`src/rtl/core/bcd_long_divider_top_defines.svh`:
```
// Assertion macros shared by the divider RTL.
// Each macro takes a label, an antecedent, a consequent and a message.
`ifndef BCD_LONG_DIVIDER_TOP_DEFINES_SVH
`define BCD_LONG_DIVIDER_TOP_DEFINES_SVH

// Consequent must hold in the same cycle as the antecedent.
`define BLD_ASSERT_SAME(label, ante, cons, msg) \
    label: assert property (@(posedge clk) disable iff (!rst_n) (ante) |-> (cons)) \
        else $error(msg);

// Consequent must hold in the cycle after the antecedent.
`define BLD_ASSERT_NEXT(label, ante, cons, msg) \
    label: assert property (@(posedge clk) disable iff (!rst_n) (ante) |=> (cons)) \
        else $error(msg);

`endif

```
`src/rtl/core/bld_pkg.sv`:
```
package bld_pkg;

    // Port width of the packed BCD fields
    localparam int WORD_W         = 64;
    // Bits in one BCD digit
    localparam int NIB_W          = 4;
    // Default number of BCD digits
    localparam int DIGITS_DEFAULT = 16;

    // Decimal digit constants
    localparam logic [NIB_W-1:0] MAX_DIGIT = 4'd9;
    localparam logic [NIB_W-1:0] TEN       = 4'd10;
    localparam logic [NIB_W-1:0] SIX       = 4'd6;

endpackage

```
`src/rtl/core/bcd_long_divider_top.sv`:
```
// Channel | Direction | Handshake         | Fields
// in      | input     | in_valid/in_stall | dividend_bcd, divisor_bcd
// out     | output    | out_valid/out_stall | quotient_bcd, remainder_bcd,
//         |           |                   | divide_by_zero, bad_digit
//
// Sequence: after acceptance the divider shifts in the leading dividend digit, then
// runs trial subtractions; a failing trial closes the quotient digit and shifts in the
// next dividend digit. After the last digit the result goes to the output register
// and the input takes the next transaction. One decimal trial subtraction per cycle.
// A flagged transaction (zero divisor or non-BCD nibble) skips straight to hand-over.
// Reset clears the sequencer and the output valid; data registers are not reset.
// The output register holds a finished result under out_stall while the next
// transaction is accepted and divided; the sequencer waits only to hand over.
`include "bcd_long_divider_top_defines.svh"

module bcd_long_divider_top #(
    parameter int DIGITS = bld_pkg::DIGITS_DEFAULT
) (
    input  logic                      clk,
    input  logic                      rst_n,
    input  logic                      in_valid,
    output logic                      in_stall,
    input  logic [bld_pkg::WORD_W-1:0] dividend_bcd,
    input  logic [bld_pkg::WORD_W-1:0] divisor_bcd,
    output logic                      out_valid,
    input  logic                      out_stall,
    output logic [bld_pkg::WORD_W-1:0] quotient_bcd,
    output logic [bld_pkg::WORD_W-1:0] remainder_bcd,
    output logic                      divide_by_zero,
    output logic                      bad_digit
);

    localparam int NW    = bld_pkg::NIB_W;
    localparam int OPD_W = NW * DIGITS;          // operand width
    localparam int D1    = DIGITS + 1;           // partial remainder digits
    localparam int REM_W = NW * D1;
    localparam int CNT_W = $clog2(DIGITS + 1);
    localparam logic [REM_W-1:0] SIX_PAT = {D1{bld_pkg::SIX}};

    typedef enum logic [1:0] {
        S_IDLE,
        S_SHIFT,
        S_TRIAL,
        S_FINISH
    } state_t;

    state_t             state_reg, state_next;
    logic [OPD_W-1:0]   dvd_reg, dvd_next;
    logic [OPD_W-1:0]   dvs_reg, dvs_next;
    logic [REM_W-1:0]   rem_reg, rem_next;
    logic [OPD_W-1:0]   quo_reg, quo_next;
    logic [NW-1:0]      qdig_reg, qdig_next;
    logic [CNT_W-1:0]   cnt_reg, cnt_next;
    logic               zero_reg, zero_next;
    logic               bad_reg, bad_next;
    logic               out_valid_reg, out_valid_next;
    logic [OPD_W-1:0]   out_quo_reg, out_quo_next;
    logic [OPD_W-1:0]   out_rem_reg, out_rem_next;
    logic               out_zero_reg, out_zero_next;
    logic               out_bad_reg, out_bad_next;

    logic               in_bad;
    logic               in_zero;
    logic [REM_W-1:0]   b_ext;
    logic [REM_W-1:0]   b_nines;
    logic [REM_W-1:0]   t_bias;
    logic [REM_W:0]     t_sum;
    logic [REM_W-1:0]   diff;
    logic               fits;
    logic               out_free;

    // Check the used nibbles of both operands at the input
    always_comb
    begin
        in_bad = 1'b0;
        for (int i = 0; i < DIGITS; i++)
        begin
            if ((dividend_bcd[NW*i +: NW] > bld_pkg::MAX_DIGIT) ||
                (divisor_bcd[NW*i +: NW] > bld_pkg::MAX_DIGIT))
            begin
                in_bad = 1'b1;
            end
        end
        in_zero = (divisor_bcd[OPD_W-1:0] == '0);
    end

    // Decimal subtract: partial remainder minus divisor by nines' complement add
    always_comb
    begin
        b_ext = {{NW{1'b0}}, dvs_reg};
        for (int i = 0; i < D1; i++)
        begin
            b_nines[NW*i +: NW] = bld_pkg::MAX_DIGIT - b_ext[NW*i +: NW];
        end
        t_bias = rem_reg + SIX_PAT;
        t_sum  = {1'b0, t_bias} + {1'b0, b_nines} + {{REM_W{1'b0}}, 1'b1};
        // Drop the bias of every digit that gave no decimal carry
        for (int i = 0; i < D1; i++)
        begin
            if (i == D1 - 1)
            begin
                diff[NW*i +: NW] = t_sum[REM_W] ? t_sum[NW*i +: NW]
                                                : t_sum[NW*i +: NW] + bld_pkg::TEN;
            end
            else if (t_bias[NW*(i+1)] ^ b_nines[NW*(i+1)] ^ t_sum[NW*(i+1)])
            begin
                diff[NW*i +: NW] = t_sum[NW*i +: NW];
            end
            else
            begin
                diff[NW*i +: NW] = t_sum[NW*i +: NW] + bld_pkg::TEN;
            end
        end
        fits = t_sum[REM_W];
    end

    assign out_free = !out_valid_reg || !out_stall;

    // Sequence one transaction digit by digit
    always_comb
    begin
        state_next     = state_reg;
        dvd_next       = dvd_reg;
        dvs_next       = dvs_reg;
        rem_next       = rem_reg;
        quo_next       = quo_reg;
        qdig_next      = qdig_reg;
        cnt_next       = cnt_reg;
        zero_next      = zero_reg;
        bad_next       = bad_reg;
        out_valid_next = out_valid_reg && out_stall;
        out_quo_next   = out_quo_reg;
        out_rem_next   = out_rem_reg;
        out_zero_next  = out_zero_reg;
        out_bad_next   = out_bad_reg;

        case (state_reg)
            S_IDLE:
            begin
                if (in_valid)
                begin
                    dvd_next   = dividend_bcd[OPD_W-1:0];
                    dvs_next   = divisor_bcd[OPD_W-1:0];
                    rem_next   = '0;
                    quo_next   = '0;
                    qdig_next  = '0;
                    cnt_next   = CNT_W'(DIGITS);
                    zero_next  = in_zero;
                    bad_next   = in_bad;
                    state_next = (in_zero || in_bad) ? S_FINISH : S_SHIFT;
                end
            end
            S_SHIFT:
            begin
                // Bring in the leading dividend digit
                rem_next   = {rem_reg[REM_W-NW-1:0], dvd_reg[OPD_W-1 -: NW]};
                dvd_next   = dvd_reg << NW;
                qdig_next  = '0;
                state_next = S_TRIAL;
            end
            S_TRIAL:
            begin
                if (fits)
                begin
                    // Keep the difference and count one more multiple
                    rem_next  = diff;
                    qdig_next = qdig_reg + 4'd1;
                end
                else
                begin
                    // Close this quotient digit and advance to the next one
                    quo_next = OPD_W'({quo_reg, qdig_reg});
                    cnt_next = cnt_reg - CNT_W'(1);
                    if (cnt_reg == CNT_W'(1))
                    begin
                        state_next = S_FINISH;
                    end
                    else
                    begin
                        rem_next  = {rem_reg[REM_W-NW-1:0], dvd_reg[OPD_W-1 -: NW]};
                        dvd_next  = dvd_reg << NW;
                        qdig_next = '0;
                    end
                end
            end
            S_FINISH:
            begin
                // Hand the result to the output register once it is free
                if (out_free)
                begin
                    out_valid_next = 1'b1;
                    out_quo_next   = quo_reg;
                    out_rem_next   = rem_reg[OPD_W-1:0];
                    out_zero_next  = zero_reg;
                    out_bad_next   = bad_reg;
                    state_next     = S_IDLE;
                end
            end
            default:
            begin
                state_next = S_IDLE;
            end
        endcase
    end

    // Hold state, datapath and output registers
    always_ff @(posedge clk or negedge rst_n)
    begin
        if (!rst_n)
        begin
            state_reg     <= S_IDLE;
            out_valid_reg <= 1'b0;
        end
        else
        begin
            state_reg     <= state_next;
            out_valid_reg <= out_valid_next;
        end
    end

    always_ff @(posedge clk)
    begin
        dvd_reg      <= dvd_next;
        dvs_reg      <= dvs_next;
        rem_reg      <= rem_next;
        quo_reg      <= quo_next;
        qdig_reg     <= qdig_next;
        cnt_reg      <= cnt_next;
        zero_reg     <= zero_next;
        bad_reg      <= bad_next;
        out_quo_reg  <= out_quo_next;
        out_rem_reg  <= out_rem_next;
        out_zero_reg <= out_zero_next;
        out_bad_reg  <= out_bad_next;
    end

    assign in_stall       = (state_reg != S_IDLE);
    assign out_valid      = out_valid_reg;
    assign quotient_bcd   = bld_pkg::WORD_W'(out_quo_reg);
    assign remainder_bcd  = bld_pkg::WORD_W'(out_rem_reg);
    assign divide_by_zero = out_zero_reg;
    assign bad_digit      = out_bad_reg;

    // A new result only ever comes from the hand-over step
    `BLD_ASSERT_SAME(a_out_from_finish, $rose(out_valid_reg),
                     $past(state_reg == S_FINISH), "result appeared outside hand-over")
    // Flagged results carry a zero payload
    `BLD_ASSERT_SAME(a_flag_zero, out_valid_reg && (out_zero_reg || out_bad_reg),
                     (out_quo_reg == '0) && (out_rem_reg == '0),
                     "flagged result with nonzero payload")
    // Trial count never passes nine
    `BLD_ASSERT_SAME(a_qdig_range, state_reg == S_TRIAL,
                     qdig_reg <= bld_pkg::MAX_DIGIT, "quotient digit above nine")
    // A stalled result stays valid
    `BLD_ASSERT_NEXT(a_out_hold, out_valid_reg && out_stall, out_valid_reg,
                     "stalled result dropped")

endmodule
```
`config.mk`:
```
export PLATFORM = sky130hd
export DESIGN_NAME = bcd_long_divider_top
export DESIGN_NICKNAME = d
export VERILOG_FILES = /design/src/rtl/core/bld_pkg.sv /design/src/rtl/core/bcd_long_divider_top.sv
export VERILOG_INCLUDE_DIRS = /design/src /design/src/rtl/core
export SDC_FILE = /design/constraint.sdc
export NUM_CORES = 1
export LEC_CHECK = 0
export ABC_CLOCK_PERIOD_IN_PS = 12400
export BUFFER_PORTS_ARGS = -buffer_cell sky130_fd_sc_hd__buf_2
export CAP_MARGIN = 0
export CORE_MARGIN = 1.5
export CORE_UTILIZATION = 30
export DETAILED_ROUTE_END_ITERATION = 10
export GPL_ROUTABILITY_DRIVEN = 0
export PLACE_DENSITY = 0.58
export SYNTH_ARGS = -nofsm -noshare
export SYNTH_HDL_FRONTEND = slang
export SYNTH_SLANG_ARGS = --single-unit
```
`constraint.sdc`:
```
create_clock -name clk -period 12.4 [get_ports clk]
set_input_delay 2.48 -clock clk [delete_from_list [all_inputs] [get_ports clk]]
set_output_delay 2.48 -clock clk [all_outputs]
set_load 0.05 [all_outputs]
```
==> reports/qor.txt, run 1 <==
Worst hold path type: register to register
Vias in the first global route: 15223
Max-slew violations: 0
Initial DRC count: 1027
Via Count: 15571
Ys Warns: 0
Post-CTS resize count: 0
Sequential-to-total area share from yosys stat: 55.8%
Post-synth EDFFs: 401
Setup violators final: 0
Max frequency: 0.138 GHz
Post-route non-filler standard cell count: 3049
Crit Path Class: register to register
Setup slack after placement: 5.29 ns
Met3 GRT Util: 4.05%
Clock Skew: 0.0372 ns
Drt pass-1 iters: 5
Max_slew headroom: 36.1%
Fin crit period: 7.27 ns
Full die area: 0.0740 sq mm
Vias per cell: 5.11
Syn_nets: 2051
Most frequent cell after synthesis: edfxtp_1
Post-synth top area share: 55.4%
Max incr delay on CP: 0.77 ns
Crit-path cells: inv_1 > ha_1 > nand3b_1 > a221oi_2 > a41oi_2 > nand3_1 > a41oi_2 > o21ai_0 > a311oi_1 > o21ai_0 > nand2_1 > xor2_1 > ha_1 > nand4_1 > o31ai_1 > a211o_2 > a32o_2 > nor2b_1 > a211oi_4 > buf_4
Clk Latency, worst-skew pair: 0.60 ns
Met1 usage: 19.8%
Max Root-Sink Buffers: 3
TritonCTS Buffers: 46
Synth unique cells: 82
Htree depth: 2
FILL cells: 7093
Core area: 0.0716 sq mm
Post-DRT Antenna Nets: 0
GRT busiest layer: met2
Mapped Cells: 1813
Syn avg cell area: 12.0 sq um
Global-route wire length before repair: 88.4 mm
Root Driver: clkbuf_16
Gr usage total: 15.4%
CTS tree: built
Die Y: 272 microns
Nets: 2297
Ys async rst share: 0.743%
Fin Setup TNS: 0 ns
FP Rows: 98
Mapped Area: 0.0217 sq mm
Met2 usage: 24.6%
Initial Util: 30.3%
Initial antenna violation count: 23
DRC errors left: 0
Worst Setup Start Kind: register
Die W: 272 microns
Req. time, crit path: 12.59 ns
Status: finished, final reports clean
WL/cell: 19.1 microns
Max Cap Violations: 0
Share of post-route cells with drive strength above 1: 21.1%
Top cells by area, synth: edfxtp_1 55%, ha_1 6.0%, xnor2_1 3.7%
Post-CTS Setup Inserts: 0
Crit share post-route: 58.6%
Num ports: 264
Flops & latches, synth: 404
Final HPWL DP: 43.9 mm
Slowest CP cell: buf_4
Synth top cells by count: 401 x edfxtp_1, 123 x nand2_1, 108 x o21ai_0, 105 x ha_1, 102 x nor2_1
Synth Flop Type: edfxtp_1
Port-buffer cells: 263
Unrepaired setup endpoints after global routing: false
CTS clk-pin slew, worst paths: 0.06 ns
Max reg flops: 68
DRT Wirelength: 58.2 mm
WP data arrival: 7.46 ns
Placed cells: 2961
Gr ovfl total: 0
Final-report hold violation count: 0
Crit-path max FO: 68
Crit end category: register
Area leader, netlist: edfxtp_1
Sink Count: 404
Post-CTS Hold Buffers: 0
Largest net degree at the start of global routing: 71
Final setup margin: 5.13 ns
Worst Tran Pin Value: 0.958 ns
Area Overhead vs Synth: 17.2%
final cells by class:
type                            instances  area (sq um)  area share [%]
Antenna cell                            6          15.0          0.0590
Clock buffer                           51          1170            4.60
Clock inverter                         31           235           0.924
Inverter                               76           285            1.12
Multi-Input combinational cell       1257          9040            35.5
Sequential cell                       404         12100            47.6
Tap cell                              950          1190            4.67
Timing Repair Buffer                  274          1400            5.50
placed cells by master (no fill, tap or decap), types with 17 or more instances in the layout:
master and n:
edfxtp_1 401, buf_2 263, nand2_1 123, o21ai_0 108, ha_1 103, nor2_1 102, xnor2_1 92, a21oi_1 88
inv_1 76, and2_1 76, mux2_2 68, xor2_1 66, clkbuf_16 46, a21o_1 44, a22o_1 41, nand4_1 38
nand3_1 28, nor4_1 26, nor2b_1 17
metal layers:
metal | vias to the layer above | wire length, microns | part of all wire [%]
li1 | 7332 | - | -
met1 | 7503 | 25000 | 43
met2 | 576 | 26500 | 45
met3 | 128 | 4490 | 7.7
met4 | 32 | 2010 | 3.5
met5 | - | 223 | 0.38
metrics by stage:
step / utilization (%) / hold slack, ns / area (sq um)
6_report: 35.5 / 0.411 / 25400
5_1_grt: 35.5 / 0.428 / 25400
4_1_cts: 35.5 / 0.408 / 25400
3_5_place_dp: 33.6 / 0.406 / 24000
3_3_place_gp: 33.6 / 0.401 / 24000
2_1_floorplan: - / 0.400 / 21700
critical path, delay by kind of cell, from the launching register on:
kind            cells  cell delay (ns)
buf+inv             2             0.86
simple gates        5             0.99
fa+ha+maj           2             0.70
flops               1             0.45
xor+xnor            1             0.18
compound gates     10             3.59
final timing paths:
check                                  from                to  slack (ns)  cells past startpoint
worst min register to register  quo_reg[49]  quotient_bcd[49]        0.41                      0
worst max-delay path             rem_reg[1]        rem_reg[0]        5.13                     20
min in group asynchronous             rst_n      state_reg[0]        1.67                      1
worst max register to register   rem_reg[1]        rem_reg[0]        5.13                     20
worst min-delay path            quo_reg[49]  quotient_bcd[49]        0.41                      0
max in group asynchronous             rst_n      state_reg[1]       10.62                      1
logic make-up after synthesis:
logic type	synth area share [%]
simple gates	11.5
buf+inv	2.85
flops	55.8
mux	3.94
fa+ha+maj	6.14
compound gates	13.4
xor+xnor	6.37
Power of run 1 is left out: the tool's default activity adds up to more than one toggle a clock period on the data nets, which glitch-free logic cannot reach.
==> run 2, diff against run 1 <==
- ABC_CLOCK_PERIOD_IN_PS: 12400 -> 7600
- clock period: 12.4 -> 7.6 ns (I/O delays scaled with it)
==> reports/qor.txt, run 2 (synthesis results as in run 1) <==
CTS tree: built
Port-buffer cells: 263
Slowest CP cell: o211ai_1
Die W: 272 microns
Launch point of the worst reg-to-reg path: rem_reg[1]
Nets: 2298
Max-slew violations: 0
Fin crit period: 6.80 ns
Post-DRT Antenna Nets: 0
Final HPWL DP: 44.5 mm
Clock Skew: 0.0407 ns
Post-CTS Hold Buffers: 0
Max reg flops: 68
Num ports: 264
Max incr delay on CP: 0.49 ns
Htree depth: 2
Worst Tran Pin Value: 1.17 ns
Status: finished, final reports clean
Vias in the first global route: 15290
Most frequent cells in the layout: 401 x edfxtp_1, 263 x buf_2, 123 x nand2_1, 108 x o21ai_0, 103 x ha_1
Die Y: 272 microns
TritonCTS Buffers: 47
Initial antenna violation count: 20
Initial DRC count: 1181
Initial Util: 30.3%
Sink Count: 404
Gr usage total: 15.5%
Root Driver: clkbuf_16
Unrepaired setup endpoints after global routing: false
DRT Wirelength: 58.6 mm
Post-CTS resize count: 0
R2R Setup Slk: 0.80 ns
CTS clk-pin slew, worst paths: 0.06 ns
Crit-path cells: o211ai_1 > a221o_1 > a211oi_4 > nor4_1 > o21ai_0 > a311o_1 > a21oi_1 > nor2b_1 > nor2_1 > o21ai_0 > nand2_1 > ha_1 > nand2_1 > o21ai_1 > a21oi_1 > o21a_1 > o31ai_1 > a211o_2 > nand3_1 > a32o_2 > buf_4 > a22o_1
Worst Setup Start Kind: register
FP Rows: 98
Max Cap Violations: 0
Core area: 0.0716 sq mm
Final setup margin: 0.803 ns
Area Overhead vs Synth: 18.1%
Placed cells: 2961
Gr ovfl total: 0
Crit Path Class: register to register
Full die area: 0.0740 sq mm
Crit end category: register
CP top delay family: compound AO/OA/AOI/OAI gates
WP data arrival: 7.14 ns
Worst hold path type: register to register
Post-route non-filler standard cell count: 3052
Drt pass-1 iters: 5
WL/cell: 19.2 microns
Hold Startpoint: zero_reg
Req. time, crit path: 7.94 ns
Max_slew headroom: 22.0%
DRC errors left: 0
Setup slack after placement: 0.958 ns
Worst Setup SP: rem_reg[1]
Crit share post-route: 89.4%
Commonest non-fill, non-tap cell in the layout: edfxtp_1
Largest net degree at the start of global routing: 97
Max frequency: 0.147 GHz
Max Root-Sink Buffers: 3
Post-CTS Setup Inserts: 0
Clk Latency, worst-skew pair: 0.61 ns
Global-route wire length before repair: 89.0 mm
Fin Setup TNS: 0 ns
Buf/Inv on CP: 1
Vias per cell: 5.09
Setup violators final: 0
Share of post-route cells with drive strength above 1: 20.9%
Final-report hold violation count: 0
Crit-path max FO: 58
Via Count: 15540
-- run 2: cell count changes in the layout (fill, tap and decap cells not counted), moves of 2 or more --
| cell | previous run | this run |
|---|---|---|
| clkinvlp_4 | 6 | 3 |
| clkbuf_1 | 5 | 12 |
| clkinv_16 | 1 | 3 |
| clkinv_8 | 2 | 0 |
| buf_4 | 11 | 7 |
| bufinv_16 | 0 | 4 |
| inv_6 | 4 | 1 |
| buf_12 | 0 | 4 |
-- run 2: path summary, 6_finish.rpt --
path | to | cells past startpoint
setup / recovery | rem_reg[11] | 22
hold / removal | divide_by_zero | 0
setup reg to reg | rem_reg[11] | 22
hold reg to reg | divide_by_zero | 0
max in group asynchronous | state_reg[1] | 1
min in group asynchronous | out_valid | 1
-- run 2: final cells by class --
class                      count  area [sq um]
tap                          950          1190
sequential                   404         12100
clock buffer                  60          1230
timing repair buffer         274          1450
clock inverter                26           317
multi-input combinational   1257          9040
fill                        7040         46000
inverter                      76           285
antenna                        5          12.5
-- run 2: worst register-to-register path, delay by kind of cell (launching register included) --
kind            cells  cell delay, ns
simple gates        6            1.10
buf+inv             1            0.32
compound gates     14            4.23
flops               1            0.48
fa+ha+maj           1            0.42
-- run 2: layer usage --
layer  up-vias  GRT usage [%]  part of all wire (%)
li1       7328              -                     -
met1      7409           20.1                    43
met4        30           6.30                   3.7
met2       629           24.5                    45
met3       144           3.95                   7.7
met5         -              0                  0.33
-- run 2: per-stage QoR --
stage / hold WS (ns) / cell area, sq um / utilization, %
after floorplan: 0.400 / 21700 / -
after global placement: 0.401 / 24100 / 33.6
after detailed placement: 0.407 / 24100 / 33.6
after CTS: 0.413 / 25600 / 35.8
after global routing: 0.407 / 25600 / 35.8
final: 0.417 / 25600 / 35.8
Power of run 2 is left out for the same reason.
==> run 3, diff against run 2 <==
- CORE_MARGIN: 1.5 -> unset
- CORE_UTILIZATION: 30 -> 40
- PLACE_DENSITY: 0.58 -> 0.69
==> reports/qor.txt, run 3 (synthesis results as in run 1) <==
Max Cap Violations: 0
Worst Setup Start Kind: register
Initial DRC count: 1822
Gr ovfl total: 0
Initial antenna violation count: 21
CTS tree: built
Share of post-route cells with drive strength above 1: 20.9%
Min Hold Slack: 0.419 ns
Drt pass-1 iters: 6
Max reg flops: 68
FP Rows: 85
Post-CTS Hold Buffers: 0
Via Count: 15655
Worst Tran Pin Value: 1.12 ns
Full die area: 0.0552 sq mm
Die Y: 235 microns
Final HPWL DP: 41.6 mm
Fin crit period: 6.81 ns
TritonCTS Buffers: 44
Crit end category: register
Req. time, crit path: 7.81 ns
Max frequency: 0.147 GHz
Most frequent cells in the layout: 401 x edfxtp_1, 263 x buf_2, 123 x nand2_1, 108 x o21ai_0, 103 x ha_1
Worst hold path type: register to register
Root Driver: clkbuf_16
Nets: 2293
Max Root-Sink Buffers: 3
Die W: 235 microns
Status: finished, final reports clean
Sink Count: 404
Setup violators final: 0
Initial Util: 40.4%
Post-CTS resize count: 0
Gr usage total: 19.9%
Vias per cell: 5.60
Global-route wire length before repair: 86.0 mm
WL/cell: 20.0 microns
Setup slack after placement: 1.01 ns
DRC errors left: 0
WP data arrival: 7.02 ns
Clk Latency, worst-skew pair: 0.60 ns
DRT Wirelength: 55.9 mm
Final core utilization: 46.9%
Crit-path max FO: 72
Core area: 0.0537 sq mm
Unrepaired setup endpoints after global routing: false
Post-DRT Antenna Nets: 0
Max-slew violations: 0
Post-CTS Setup Inserts: 0
Clock Skew: 0.0449 ns
Area Overhead vs Synth: 16.0%
Port-buffer cells: 263
Commonest non-fill, non-tap cell in the layout: edfxtp_1
Fin Setup TNS: 0 ns
Crit Path Class: register to register
Final setup margin: 0.787 ns
Crit share post-route: 89.6%
Max_slew headroom: 25.6%
Vias in the first global route: 15016
CTS clk-pin slew, worst paths: 0.06 ns
Num ports: 264
Final-report hold violation count: 0
Largest net degree at the start of global routing: 77
Htree depth: 2
-- run 3: final cells by class --
cell class	count	area, sq um
clock inverters	33	329
fillers	4794	28500
diodes	8	20.0
repair buffers	272	1420
flip-flops and latches	404	12100
multi-input cells	1257	9040
inverters	76	285
clock buffers	49	1120
well taps	696	871
-- run 3: worst max-delay path, stage by stage, from the launching register on --
cell	delay (ns)
edfxtp_1	0.50
o211ai_1	0.46
a221o_1	0.33
a211oi_4	0.12
nor4_1	0.40
o21ai_0	0.23
a311o_1	0.43
a21oi_1	0.20
nor2b_1	0.21
nor2_1	0.07
o21ai_0	0.16
nand2_1	0.11
ha_1	0.42
nand2_1	0.13
o21ai_1	0.29
a21oi_1	0.22
o21a_1	0.24
o31ai_1	0.51
a211o_2	0.25
a32o_2	0.29
nor2b_1	0.12
a211oi_4	0.29
buf_12	0.37
-- run 3: final timing paths --
check                            startpoint          endpoint  slack, ns  cells past startpoint
min in group asynchronous             rst_n      state_reg[1]       0.73                      1
max in group asynchronous             rst_n      state_reg[0]       6.76                      1
worst min register to register  quo_reg[61]  quotient_bcd[61]       0.42                      0
worst max register to register   rem_reg[1]       rem_reg[13]       0.79                     22
worst max-delay path             rem_reg[1]       rem_reg[13]       0.79                     22
worst min-delay path            quo_reg[61]  quotient_bcd[61]       0.42                      0
-- run 3: per-layer routing --
metal / vias to the layer above / share of wire, % / GRT usage (%)
li1: 7322 / - / -
met1: 7423 / 43 / 27.2
met2: 742 / 45 / 30.9
met3: 142 / 9.4 / 5.08
met4: 26 / 3.0 / 6.20
met5: - / 0.27 / 0
-- run 3: stage by stage --
stage,area (sq um),instances
global route,25200,2791
CTS,25200,2787
floorplan,21700,1813
global placement,23700,2705
detailed placement,23700,2705
finish,25200,2795
Power of run 3 is left out for the same reason.
